**src/hw/rtl/fdfr_pkg.sv**
```systemverilog
// shared types and constants of the flood duplicate filter router
package fdfr_pkg;

  localparam logic [7:0] OWN_ADDR_RESET = 8'd2;
  localparam int unsigned QUEUE_DEPTH = 2;

  typedef enum logic [2:0] {
    MT_COMMAND   = 3'd0,
    MT_ACK       = 3'd1,
    MT_DATA      = 3'd2,
    MT_HANDSHAKE = 3'd3,
    MT_GATEWAY   = 3'd4,
    MT_NONE      = 3'd5
  } msg_e;

  typedef enum logic [2:0] {
    ROUTE_OWN       = 3'd0,
    ROUTE_DUP       = 3'd1,
    ROUTE_ACTION    = 3'd2,
    ROUTE_FORWARD   = 3'd3,
    ROUTE_DATA      = 3'd4,
    ROUTE_HANDSHAKE = 3'd5,
    ROUTE_DISCARD   = 3'd6
  } route_e;

  // class of an item as decided at the front
  typedef enum logic [2:0] {
    KIND_OWN,
    KIND_COMMAND,
    KIND_FORWARD,
    KIND_DATA,
    KIND_HANDSHAKE,
    KIND_DISCARD
  } kind_e;

  typedef enum logic [1:0] {
    BK_IDLE,
    BK_SCAN,
    BK_FINISH
  } back_state_e;

  typedef struct packed {
    logic [7:0]  source_node;
    logic [15:0] sequence_number;
    logic [2:0]  message_type;
    logic [7:0]  command_id;
    logic [7:0]  command_target;
  } item_t;

  typedef struct packed {
    route_e route;
    logic   new_source;
    logic   table_full;
  } result_t;

  typedef struct packed {
    item_t item;
    kind_e kind;
  } qent_t;

endpackage

```
**src/hw/rtl/fdfr_front.sv**
```systemverilog
// front end: classifies accepted items and holds them in a short queue
module fdfr_front import fdfr_pkg::*; (
  input  logic       clk_i,
  input  logic       rst_ni,
  input  logic       push_i,
  input  item_t      item_i,
  input  logic [7:0] own_addr_i,
  input  logic       pop_i,
  output logic       full_o,
  output logic       head_valid_o,
  output qent_t      head_o
);

  qent_t       mem_q [QUEUE_DEPTH];
  logic        wr_ptr_q, wr_ptr_d;
  logic        rd_ptr_q, rd_ptr_d;
  logic [1:0]  count_q, count_d;
  kind_e       kind;
  logic        do_pop;

  always_comb begin
    if (item_i.source_node == own_addr_i) begin
      kind = KIND_OWN;
    end else begin
      unique case (item_i.message_type)
        MT_COMMAND:   kind = KIND_COMMAND;
        MT_ACK:       kind = KIND_FORWARD;
        MT_DATA:      kind = KIND_DATA;
        MT_HANDSHAKE: kind = KIND_HANDSHAKE;
        default:      kind = KIND_DISCARD;
      endcase
    end
  end

  assign do_pop = pop_i && (count_q != 2'd0);

  always_comb begin
    wr_ptr_d = push_i ? ~wr_ptr_q : wr_ptr_q;
    rd_ptr_d = do_pop ? ~rd_ptr_q : rd_ptr_q;
    count_d  = count_q + {1'b0, push_i} - {1'b0, do_pop};
  end

  always_ff @(posedge clk_i or negedge rst_ni) begin
    if (!rst_ni) begin
      wr_ptr_q <= 1'b0;
      rd_ptr_q <= 1'b0;
      count_q  <= 2'd0;
    end else begin
      wr_ptr_q <= wr_ptr_d;
      rd_ptr_q <= rd_ptr_d;
      count_q  <= count_d;
    end
  end

  always_ff @(posedge clk_i) begin
    if (push_i) begin
      mem_q[wr_ptr_q] <= '{item: item_i, kind: kind};
    end
  end

  assign full_o       = (count_q == 2'(QUEUE_DEPTH));
  assign head_valid_o = (count_q != 2'd0);
  assign head_o       = mem_q[rd_ptr_q];

endmodule

```
**src/hw/rtl/fdfr_back.sv**
```systemverilog
// back end: source table search, sequence check, table update and routing
module fdfr_back import fdfr_pkg::*; #(
  parameter int unsigned POOL_ENTRIES = 16
) (
  input  logic       clk_i,
  input  logic       rst_ni,
  input  logic       head_valid_i,
  input  qent_t      head_i,
  input  logic [7:0] own_addr_i,
  output logic       pop_o,
  output logic       result_valid_o,
  output result_t    result_o
);

  localparam int unsigned IW = (POOL_ENTRIES > 1) ? $clog2(POOL_ENTRIES) : 1;
  localparam int unsigned CW = $clog2(POOL_ENTRIES + 1);
  localparam logic [CW-1:0] NumEntries = CW'(POOL_ENTRIES);
  localparam logic [IW-1:0] LastIdx    = IW'(POOL_ENTRIES - 1);

  // each entry holds source in the upper byte and last sequence below
  logic [23:0]             mem_q [POOL_ENTRIES];
  logic [23:0]             rd_q;
  logic [POOL_ENTRIES-1:0] valid_q, valid_d;

  back_state_e   state_q, state_d;
  logic [CW-1:0] adr_q, adr_d;
  logic          chk_q, chk_d;
  logic [IW-1:0] chk_idx_q;
  logic          hit_q, hit_d;
  logic [IW-1:0] hit_idx_q, hit_idx_d;
  logic [15:0]   hit_seq_q, hit_seq_d;
  logic          free_q, free_d;
  logic [IW-1:0] free_idx_q, free_idx_d;
  logic [7:0]    newest_q, newest_d;
  logic          res_vld_q, res_vld_d;
  result_t       res_q, res_d;

  logic          issue;
  logic          wr_en;
  logic [IW-1:0] wr_idx;
  logic          dup;
  item_t         it;

  assign it    = head_i.item;
  assign issue = (state_q == BK_SCAN) && (adr_q < NumEntries);
  assign dup   = hit_q && (it.sequence_number <= hit_seq_q);

  always_comb begin
    state_d    = state_q;
    adr_d      = adr_q;
    chk_d      = 1'b0;
    hit_d      = hit_q;
    hit_idx_d  = hit_idx_q;
    hit_seq_d  = hit_seq_q;
    free_d     = free_q;
    free_idx_d = free_idx_q;
    newest_d   = newest_q;
    valid_d    = valid_q;
    res_vld_d  = 1'b0;
    res_d      = res_q;
    pop_o      = 1'b0;
    wr_en      = 1'b0;
    wr_idx     = hit_q ? hit_idx_q : free_idx_q;

    unique case (state_q)
      BK_IDLE: begin
        if (head_valid_i) begin
          if (head_i.kind == KIND_OWN) begin
            res_vld_d = 1'b1;
            res_d     = '{route: ROUTE_OWN, new_source: 1'b0, table_full: 1'b0};
            pop_o     = 1'b1;
          end else begin
            state_d = BK_SCAN;
            adr_d   = '0;
            hit_d   = 1'b0;
            free_d  = 1'b0;
          end
        end
      end
      BK_SCAN: begin
        if (issue) begin
          adr_d = adr_q + CW'(1);
          chk_d = 1'b1;
        end
        // compare the entry read in the previous cycle
        if (chk_q) begin
          if (!valid_q[chk_idx_q] && !free_q) begin
            free_d     = 1'b1;
            free_idx_d = chk_idx_q;
          end
          if (valid_q[chk_idx_q] && (rd_q[23:16] == it.source_node)) begin
            hit_d     = 1'b1;
            hit_idx_d = chk_idx_q;
            hit_seq_d = rd_q[15:0];
            state_d   = BK_FINISH;
          end else if (chk_idx_q == LastIdx) begin
            state_d = BK_FINISH;
          end
        end
      end
      BK_FINISH: begin
        pop_o     = 1'b1;
        res_vld_d = 1'b1;
        state_d   = BK_IDLE;
        if (dup) begin
          res_d = '{route: ROUTE_DUP, new_source: 1'b0, table_full: 1'b0};
        end else begin
          wr_en              = hit_q || free_q;
          res_d.new_source   = !hit_q;
          res_d.table_full   = !hit_q && !free_q;
          if (!hit_q && free_q) begin
            valid_d[free_idx_q] = 1'b1;
          end
          unique case (head_i.kind)
            KIND_COMMAND: begin
              if ((it.command_id > newest_q) && (it.command_target == own_addr_i)) begin
                res_d.route = ROUTE_ACTION;
                newest_d    = it.command_id;
              end else begin
                res_d.route = ROUTE_FORWARD;
              end
            end
            KIND_FORWARD:   res_d.route = ROUTE_FORWARD;
            KIND_DATA:      res_d.route = ROUTE_DATA;
            KIND_HANDSHAKE: res_d.route = ROUTE_HANDSHAKE;
            default:        res_d.route = ROUTE_DISCARD;
          endcase
        end
      end
      default: state_d = BK_IDLE;
    endcase
  end

  always_ff @(posedge clk_i or negedge rst_ni) begin
    if (!rst_ni) begin
      state_q   <= BK_IDLE;
      adr_q     <= '0;
      chk_q     <= 1'b0;
      hit_q     <= 1'b0;
      free_q    <= 1'b0;
      newest_q  <= 8'd0;
      valid_q   <= '0;
      res_vld_q <= 1'b0;
    end else begin
      state_q   <= state_d;
      adr_q     <= adr_d;
      chk_q     <= chk_d;
      hit_q     <= hit_d;
      free_q    <= free_d;
      newest_q  <= newest_d;
      valid_q   <= valid_d;
      res_vld_q <= res_vld_d;
    end
  end

  always_ff @(posedge clk_i) begin
    chk_idx_q  <= adr_q[IW-1:0];
    hit_idx_q  <= hit_idx_d;
    hit_seq_q  <= hit_seq_d;
    free_idx_q <= free_idx_d;
    res_q      <= res_d;
  end

  always_ff @(posedge clk_i) begin
    if (issue) begin
      rd_q <= mem_q[adr_q[IW-1:0]];
    end
    if (wr_en) begin
      mem_q[wr_idx] <= {it.source_node, it.sequence_number};
    end
  end

  assign result_valid_o = res_vld_q;
  assign result_o       = res_q;

endmodule

```
**src/hw/rtl/flood_duplicate_filter_router.sv**
```systemverilog
// top level of the flood duplicate filter router
// Takes one received packet header per start pulse while busy is low and
// returns exactly one routing decision, shown for a single cycle with
// result_valid_o high; the result cannot be held off, so the receiver must
// take it when it appears. A packet from this node's own address skips the
// source table. Any other packet walks the source table one entry per cycle
// through the table's single read port, stopping once its source is found.
// A two-item queue sits in front of the table logic, so busy only rises
// while two items wait. own_address is written through cfg_we_i / cfg_data_i
// and resets to address 2; the user must write it only while the block is
// idle, as the block does not enforce this.
module flood_duplicate_filter_router import fdfr_pkg::*; #(
  parameter int unsigned POOL_ENTRIES = 16
) (
  input  logic       clk_i,
  input  logic       rst_ni,
  input  logic       start,
  output logic       busy,
  input  item_t      item_i,
  input  logic       cfg_we_i,
  input  logic [7:0] cfg_data_i,
  output logic       result_valid_o,
  output result_t    result_o
);

  logic [7:0] own_addr_q;
  logic       head_valid;
  qent_t      head;
  logic       pop;

  always_ff @(posedge clk_i or negedge rst_ni) begin
    if (!rst_ni) begin
      own_addr_q <= OWN_ADDR_RESET;
    end else if (cfg_we_i) begin
      own_addr_q <= cfg_data_i;
    end
  end

  fdfr_front u_front (
    .clk_i        (clk_i),
    .rst_ni       (rst_ni),
    .push_i       (start && !busy),
    .item_i       (item_i),
    .own_addr_i   (own_addr_q),
    .pop_i        (pop),
    .full_o       (busy),
    .head_valid_o (head_valid),
    .head_o       (head)
  );

  fdfr_back #(
    .POOL_ENTRIES (POOL_ENTRIES)
  ) u_back (
    .clk_i          (clk_i),
    .rst_ni         (rst_ni),
    .head_valid_i   (head_valid),
    .head_i         (head),
    .own_addr_i     (own_addr_q),
    .pop_o          (pop),
    .result_valid_o (result_valid_o),
    .result_o       (result_o)
  );

endmodule
```
**config.mk**
```make
export PLATFORM = sky130hd
export DESIGN_NAME = flood_duplicate_filter_router
export DESIGN_NICKNAME = d
export VERILOG_FILES = /design/src/hw/rtl/fdfr_pkg.sv /design/src/hw/rtl/fdfr_front.sv /design/src/hw/rtl/fdfr_back.sv /design/src/hw/rtl/flood_duplicate_filter_router.sv
export SDC_FILE = /design/constraint.sdc
export NUM_CORES = 1
export LEC_CHECK = 0
export ABC_AREA = 1
export BUFFER_PORTS_ARGS = -buffer_cell sky130_fd_sc_hd__buf_2
export CAP_MARGIN = 20
export CORE_UTILIZATION = 55
export CTS_CLUSTER_SIZE = 8
export DETAILED_ROUTE_END_ITERATION = 8
export PLACE_DENSITY = 0.72
export SLEW_MARGIN = 20
export SYNTH_ARGS = -nofsm -noshare
export SYNTH_HDL_FRONTEND = slang
export SYNTH_SLANG_ARGS = --single-unit
```
**constraint.sdc**
```tcl
create_clock -name clk_i -period 5.45 [get_ports clk_i]
set_input_delay 1.09 -clock clk_i [delete_from_list [all_inputs] [get_ports clk_i]]
set_output_delay 1.09 -clock clk_i [all_outputs]
set_load 0.02 [all_outputs]
```
**After elaboration in Yosys (flattened, before gate mapping)**

Memories as Yosys holds them, arrays and structs flattened. A register that Yosys moved wholly into a read port is not among the register bits.
Index checks and enable logic that the tools add are counted.

- Bits in registers: 80
- Memory bits (writable): 476
- Bits of input ports: 55
- Output and inout port bits: 7
- Logic and storage cells: 128
- Memories: 2

- Add/sub/neg operators: 3
- Magnitude comparators: 6
- Equal/unequal tests: 22
- Multiplexer cells: 42
- Bitwise logic cells: 4
- Reduce and logical (&&, ||, !) cells: 30

Memory list:

| memory | depth | width | rd ports | clocked after memory_dff | wr ports | RTL line | RTL |
|---|---|---|---|---|---|---|---|
| u_back.mem_q | 16 | 24 | 1 | 1 | 1 | fdfr_back.sv:21 | `logic [23:0] mem_q [POOL_ENTRIES];` |
| u_front.mem_q | 2 | 46 | 1 | 0 | 1 | fdfr_front.sv:14 | `qent_t mem_q [QUEUE_DEPTH];` |

Operator list:

| kind | number |
|---|---|
| $mux 5 | 6 |
| $eq 8x8->1 | 3 |
| $pmux 3 s4 | 2 |
| $pmux 5 s2 | 2 |
| $mux 1 | 19 |
| $le 16x16->1 | 1 |
| $or 16x16->16 | 1 |
| $eq 3x2->1 const B | 4 |
| $reduce_and 3->1 | 4 |
| $reduce_and 4->1 | 3 |
| $logic_and 1x1->1 | 10 |
| $lt 4x5->1 const B | 2 |
| $mux 2 | 5 |
| $reduce_and 5->1 | 2 |
| $gt 8x8->1 | 1 |
| $ne 2x2->1 const B | 4 |
| $eq 3x1->1 const B | 2 |
| $logic_not 3->1 | 2 |
| $ne 2x1->1 const B | 3 |
| $pmux 1 s2 | 3 |
| $reduce_bool 2->1 | 3 |
| $add 5x1->5 const B | 1 |
| $lt 5x5->1 const B | 1 |
| $bmux 1 s4 | 1 |
| 16 further kinds | 22 |

**Longest topological paths before layout**

Gate-level depths: netlist of run 1.

- Depth after elaboration: 7
- Gate-level depth with buffers: 21
- Mapped depth without buffers: 18

**Cells and area by module**

A second synthesis of run 1 with hierarchy kept.

- Cell total of the unflattened synthesis: 1,854
- Area total of the unflattened synthesis: 23,367.4 sq um

By module, submodules not included:

| module | instances | cells an instance | area each (sq um) | sequential area each (sq um) |
|---|---|---|---|---|
| fdfr_back | 1 | 1,503 | 19,261.0 | 14,078.5 |
| fdfr_front | 1 | 315 | 3,792.4 | 2,862.7 |
| flood_duplicate_filter_router | 1 | 36 | 314.1 | 201.4 |

**Least setup slack after synthesis of run 1**

Ideal clock, no wire load.

- Kind: register -> register
- From: register u_front.rd_ptr_q
- To: memory u_back.mem_q[22][0], in the netlist u_back.mem_q[11][0] (enable)
- Setup time: 0.405 ns
- Data arrival time: 3.858 ns
- Required time: 5.045 ns
- Path slack: 1.187 ns
- Stages on the path, launching flop included: 20
- Clock period less this slack: 4.263 ns
- Cells stage by stage: dfrtp_1 -> inv_1 -> buf_6 -> buf_2 -> buf_1 -> clkbuf_1 -> nand2_1 -> nand2_1 -> ha_1 -> nand2_1 -> inv_1 -> nand3_1 -> nor3_1 -> nand2_1 -> nand2_1 -> nand2_1 -> nand2_1 -> nand3_1 -> buf_2 -> nor2_1

RTL lines:

| element | RTL line | RTL |
|---|---|---|
| start, declared | fdfr_front.sv:16 | `logic rd_ptr_q, rd_ptr_d;` |
| start signal, assigned | fdfr_front.sv:50 | `rd_ptr_q <= rd_ptr_d;` |
| end, declared | fdfr_back.sv:21 |  |

==> results of run 1 <==
-- final timing paths --
path                                  start                   end  slack (ns)  cells past startpoint
max                        u_front.rd_ptr_q  u_back.mem_q[13][13]        1.21                     15
min                          u_back.rd_q[0]   u_back.hit_seq_q[0]        0.41                      0
min in group asynchronous            rst_ni     u_back.valid_q[8]        0.62                      2
min reg2reg                  u_back.rd_q[0]   u_back.hit_seq_q[0]        0.41                      0
max in group asynchronous            rst_ni       u_back.adr_q[1]        4.33                      2
max reg2reg                u_front.rd_ptr_q  u_back.mem_q[13][13]        1.21                     15
-- where the power goes --
| part | total (mW) | switching (mW) | leakage, nW | internal, mW |
|---|---|---|---|---|
| combinational | 3.76 | 2.70 | 3.11 | 1.05 |
| clock | 4.53 | 1.75 | 1.10 | 2.78 |
| sequential | 6.14 | 0.337 | 5.40 | 5.81 |
| total | 14.4 | 4.79 | 9.61 | 9.64 |
-- Yosys cell counts (4+ instances only) --
| cell type | count |
|---|---|
| edfxtp_1 | 523 |
| nand2_1 | 297 |
| nor2_1 | 269 |
| o21ai_0 | 137 |
| inv_1 | 91 |
| nand3_1 | 64 |
| clkbuf_1 | 56 |
| o32ai_1 | 56 |
| dfrtp_1 | 46 |
| mux2i_1 | 40 |
| o221ai_1 | 40 |
| ha_1 | 27 |
| buf_2 | 21 |
| o211ai_1 | 19 |
| a21oi_1 | 17 |
| nand4_1 | 14 |
| o21bai_1 | 9 |
| or2_2 | 9 |
| xor2_1 | 7 |
| buf_1 | 6 |
| xnor2_1 | 5 |
| dfxtp_1 | 4 |
-- flip-flops by register name, summed over array words and instances, names as in the netlist, 2 cells and up --
name and flops:
own_addr_q 8, u_back.adr_q 5, u_back.chk_idx_q 4, u_back.free_idx_q 4, u_back.hit_idx_q 4, u_back.hit_seq_q 16, u_back.mem_q 384, u_back.newest_q 8
u_back.rd_q 24, u_back.result_o 5, u_back.state_q 2, u_back.valid_q 16, u_front.count_q 2, u_front.mem_q 86
-- cell families (layout without fill, tap and decap cells) --
logic type	count (synthesis)	in the layout	share of synthesized area [%]
compound gates	285	285	8.14
xor+xnor	12	12	0.455
fa+ha+maj	27	27	1.46
buf+inv	179	325	3.12
flops	574	574	73.5
mux	40	40	1.73
simple gates	665	665	11.6
-- through the flow --
stage                     instance area (sq um)  utilization, %
after floorplan                           23100               -
after CTS                                 26500            64.5
after global placement                    24200            59.0
final                                     26500            64.5
after detailed placement                  24200            59.0
after global routing                      26500            64.5
-- worst max-delay path: cells and delay by family, from the launching register on --
| kind | cells | cell delay (ns) |
|---|---|---|
| fa+ha+maj | 1 | 0.47 |
| buf+inv | 4 | 1.14 |
| flops | 1 | 0.52 |
| simple gates | 10 | 1.74 |
-- area by class of cell --
class | instances | area (sq um)
repair buffers | 115 | 786
fillers | 2921 | 14600
inverters | 93 | 352
multi-input cells | 1029 | 5470
clock inverters | 5 | 68.8
well taps | 532 | 666
flip-flops and latches | 574 | 17000
clock buffers | 112 | 2210
-- routing by layer --
layer / part of all wire [%] / global-route usage, % / vias up
li1: - / - / 6672
met1: 41 / 38.3 / 7393
met2: 47 / 42.0 / 756
met3: 9.2 / 5.54 / 88
met4: 2.5 / 9.05 / 0
met5: 0 / 0 / -
==> impl_metrics.toml, run 1 <==
[timing]
final.setup.tns_ns = 0
tightest_slew_ns = 1.09
timing.hold.ws_ns = 0.411
max_freq_mhz = 236
period_share_pct = 77.8
drv_slew = 0
hold_viol = 0
min_period_ns = 4.24
setup_violations = 0
slew_headroom_pct = 27.0
finalClockSkew_ns = 0.0217
rsz0062_at_grt = "no"
finalWorstSetupSlack_ns = 1.21

[yosys]
syn_nets = 1864
yosysTopAreaCellShare_pct = 68.0
synth_area_sq_um = 23100
synth_edf_count = 523
async_reset_ff_share_pct = 8.19
yosysTopAreaCell = "edfxtp_1"
yosysSeqAreaShare_pct = 73.5
yosys-top-cells-area = "edfxtp_1, dfrtp_1, nand2_1"
ys_ff_latch = 574
yosys.cell_types.count = 39
ys.flop_type = "edfxtp_1"
netlist_instances = 1782
syn_avg_cell_area_sq_um = 13.0
yosys_warnings = 0

[global_route]
grt_usage_pct = 27.0
grt_antenna_before_repair = 0
grt_pass1_wl_um = 85100
grt_max_degree = 99
grt_pass1_vias = 14400
grt_overflow = 0

[floorplanning]
num_rows = 74
die_w_um = 207
dieArea_sq_um = 42800
initial_utilization_pct = 56.2
core_sq_um = 41100
ios = 62
die_y_um = 207

[detailed_routing]
ant_nets = 0
detail_route.wl_per_cell_um = 22.8
via_per_inst = 6.06
firstDrtPassIters = 5
vias = 14900
drc = 0
drt_iter0_drc = 1721
wirelength_um = 56100

[layout]
drive_gt1_share_pct = 12.7
layout_commonest_cell = "edfxtp_1"
final_cells = 2460
areaGrowthSynthToFinish_pct = 14.9
final_cell_mix = "edfxtp_1, nand2_1, nor2_1, o21ai_0, inv_1"
diodes = 0
fin_nets = 1976

[place]
io_buffers = 61
dp_cells = 2343
dpl_worst_slack_ns = 1.27
place_congestion = 0.858
dp_hpwl_um = 35300

[power]
p_leak_nw = 9.61
power.density_nw_per_um2 = 544
total_power_mw = 14.4
ir_worst_vdd_mv = 0.454

[setup_path]
cp_max_fo = 17
cp_slowest_cell = "dfrtp_2"
end_kind = "flop"
path_class = "reg2reg"
crit_chain = "inv_1 -> nand2_1 -> nand2_1 -> ha_1 -> nand3_1 -> nor3_1 -> nand2_1 -> nand2_1 -> nand2_1 -> nand2_1 -> buf_4 -> nand3_1 -> buf_4 -> nor2_2 -> buf_4"
startpoint_type = "flop"
critPathRequiredTime_ns = 5.72
critPathMaxStageDelay_ns = 0.52
crit_path_frequent_cell = "nand2_1"
cp.arrival_ns = 4.50

[clock_tree]
cts_hold_buf = 0
clk_path_buf_depth = 3
tritoncts = "built"
clk-insertion-delay-late_ns = 0.60
cts.sinks = 574
cts_made_buffers = 81
cts_resized = 0
h-tree-depth = 3
cts_root_buf = "clkbuf_16"
clk_pin_slew_ns = 0.05
cts_setup_buffers = 0

[flow_run]
cap_violations = 0

[outcome]
status = "finished, final reports clean"

[hold_path]
hold_path.class = "reg2reg"
No activity file was read; power rests on OpenSTA's default activity.
==> run 2, diff against run 1 <==
==> constraint.sdc (replaced) <==
create_clock -name clk_i -period 4.41 [get_ports clk_i]
set_input_delay 0.882 -clock clk_i [delete_from_list [all_inputs] [get_ports clk_i]]
set_output_delay 0.882 -clock clk_i [all_outputs]
set_load 0.02 [all_outputs]
==> run 2 against run 1 <==
Via count shrank 0.56%. Critical path type unchanged. Combinational power grew 27%. First-iteration DRC count shrank 0.99%. Highest routed layer unchanged. Critical endpoint is now u_back.mem_q[10][3].
==> impl_metrics.toml, run 2 (synthesized netlist as in run 1, its figures left out) <==
[clock_tree]
clk-insertion-delay-late_ns = 0.60
clk_path_buf_depth = 3
clk_pin_slew_ns = 0.05
tritoncts = "built"
h-tree-depth = 3
cts_resized = 0
cts_hold_buf = 0
cts_made_buffers = 81
cts_root_buf = "clkbuf_16"
cts.sinks = 574
cts_setup_buffers = 0

[floorplanning]
num_rows = 74
dieArea_sq_um = 42800
core_sq_um = 41100
die_y_um = 207
die_w_um = 207
ios = 62
initial_utilization_pct = 56.2

[setup_path]
critPathRequiredTime_ns = 4.67
reg2reg_from = "u_front.rd_ptr_q"
end_kind = "flop"
crit_start = "u_front.rd_ptr_q"
cp_max_fo = 18
cp.arrival_ns = 4.21
startpoint_type = "flop"
r2r_cells = 16
path_class = "reg2reg"

[global_route]
grt_overflow = 0
grt_max_degree = 89
grt_antenna_before_repair = 0
grt_pass1_vias = 14700
grt_usage_pct = 27.1
grt_pass1_wl_um = 85600

[layout]
layout_commonest_cell = "edfxtp_1"
fin_nets = 1982
diodes = 0
final_cell_mix = "edfxtp_1, nand2_1, nor2_1, o21ai_0, inv_1"
top_register = "u_back.mem_q"
areaGrowthSynthToFinish_pct = 14.9
drive_gt1_share_pct = 13.0
largestRegisters = "u_back.mem_q (384), u_front.mem_q (86), u_back.rd_q (24)"
largest_reg_flops = 384

[timing]
hold_viol = 0
tightest_slew_ns = 0.977
setup_violations = 0
final.setup.tns_ns = 0
drv_slew = 0
max_freq_mhz = 253
min_period_ns = 3.95
period_share_pct = 89.6
rsz0062_at_grt = "no"
finalClockSkew_ns = 0.0226
slew_headroom_pct = 34.8

[detailed_routing]
wirelength_um = 56300
via_per_inst = 6.03
detail_route.wl_per_cell_um = 22.9
drt_iter0_drc = 1704
vias = 14800
firstDrtPassIters = 5
drc = 0
ant_nets = 0

[place]
place_congestion = 0.891
dp_hpwl_um = 35500
io_buffers = 61

[hold_path]
hold_path.class = "in2async"

[power]
p_leak_nw = 9.61
power.density_nw_per_um2 = 675
ir_worst_vdd_mv = 0.449
total_power_mw = 17.9

[outcome]
status = "finished, final reports clean"

[flow_run]
cap_violations = 0
run 2: path summary, 6_finish.rpt:
| kind | end | slack [ns] |
|---|---|---|
| max | u_back.mem_q[10][3] | 0.46 |
| min | u_back.valid_q[11] | 0.42 |
| max reg2reg | u_back.mem_q[10][3] | 0.46 |
| min reg2reg | u_back.hit_seq_q[15] | 0.42 |
| max in group asynchronous | own_addr_q[1] | 3.19 |
| min in group clk_i | u_back.hit_seq_q[15] | 0.42 |
run 2: worst max-delay path, stage by stage (launching register included):
cell	delay, ns
dfrtp_2	0.52
inv_1	0.29
nand2_1	0.14
nand2_1	0.09
ha_1	0.31
nand2_1	0.05
inv_1	0.06
nand3_1	0.07
nor3_1	0.22
nand2_1	0.08
nand2_1	0.07
nand2_1	0.05
nand2_1	0.07
nand3_1	0.44
buf_4	0.36
nor2_2	0.44
buf_4	0.36
run 2: per-layer routing:
metal | vias up | routed length (um) | global-route usage, %
li1 | 6671 | - | -
met1 | 7309 | 22200 | 35.9
met2 | 737 | 27400 | 44.0
met3 | 108 | 4700 | 5.07
met4 | 0 | 2010 | 12.1
met5 | - | 0 | 0
run 2: area by class of cell:
cell class	count	area [sq um]
well taps	532	666
inverters	93	352
clock buffers	103	2130
repair buffers	121	838
multi-input cells	1029	5490
fillers	2948	14600
flip-flops and latches	574	17000
clock inverters	7	78.8
run 2: through the flow:
step                setup slack (ns)  hold slack [ns]  util [%]  cells  cell area (sq um)
floorplan                      0.147            0.386         -   1782              23100
global placement               0.618            0.403      59.0   2348              24300
detailed placement             0.520            0.413      59.1   2348              24300
CTS                            0.486            0.416      64.5   2458              26500
global route                   0.119            0.421      64.5   2459              26500
finish                         0.458            0.417      64.5   2459              26500
run 2: where the power goes:
| part | total (mW) | internal (mW) | switching [mW] | leakage (nW) |
|---|---|---|---|---|
| combinational | 4.79 | 1.36 | 3.43 | 3.14 |
| sequential | 7.63 | 7.17 | 0.460 | 5.40 |
| clock | 5.48 | 3.34 | 2.15 | 1.07 |
| total | 17.9 | 11.9 | 6.03 | 9.61 |
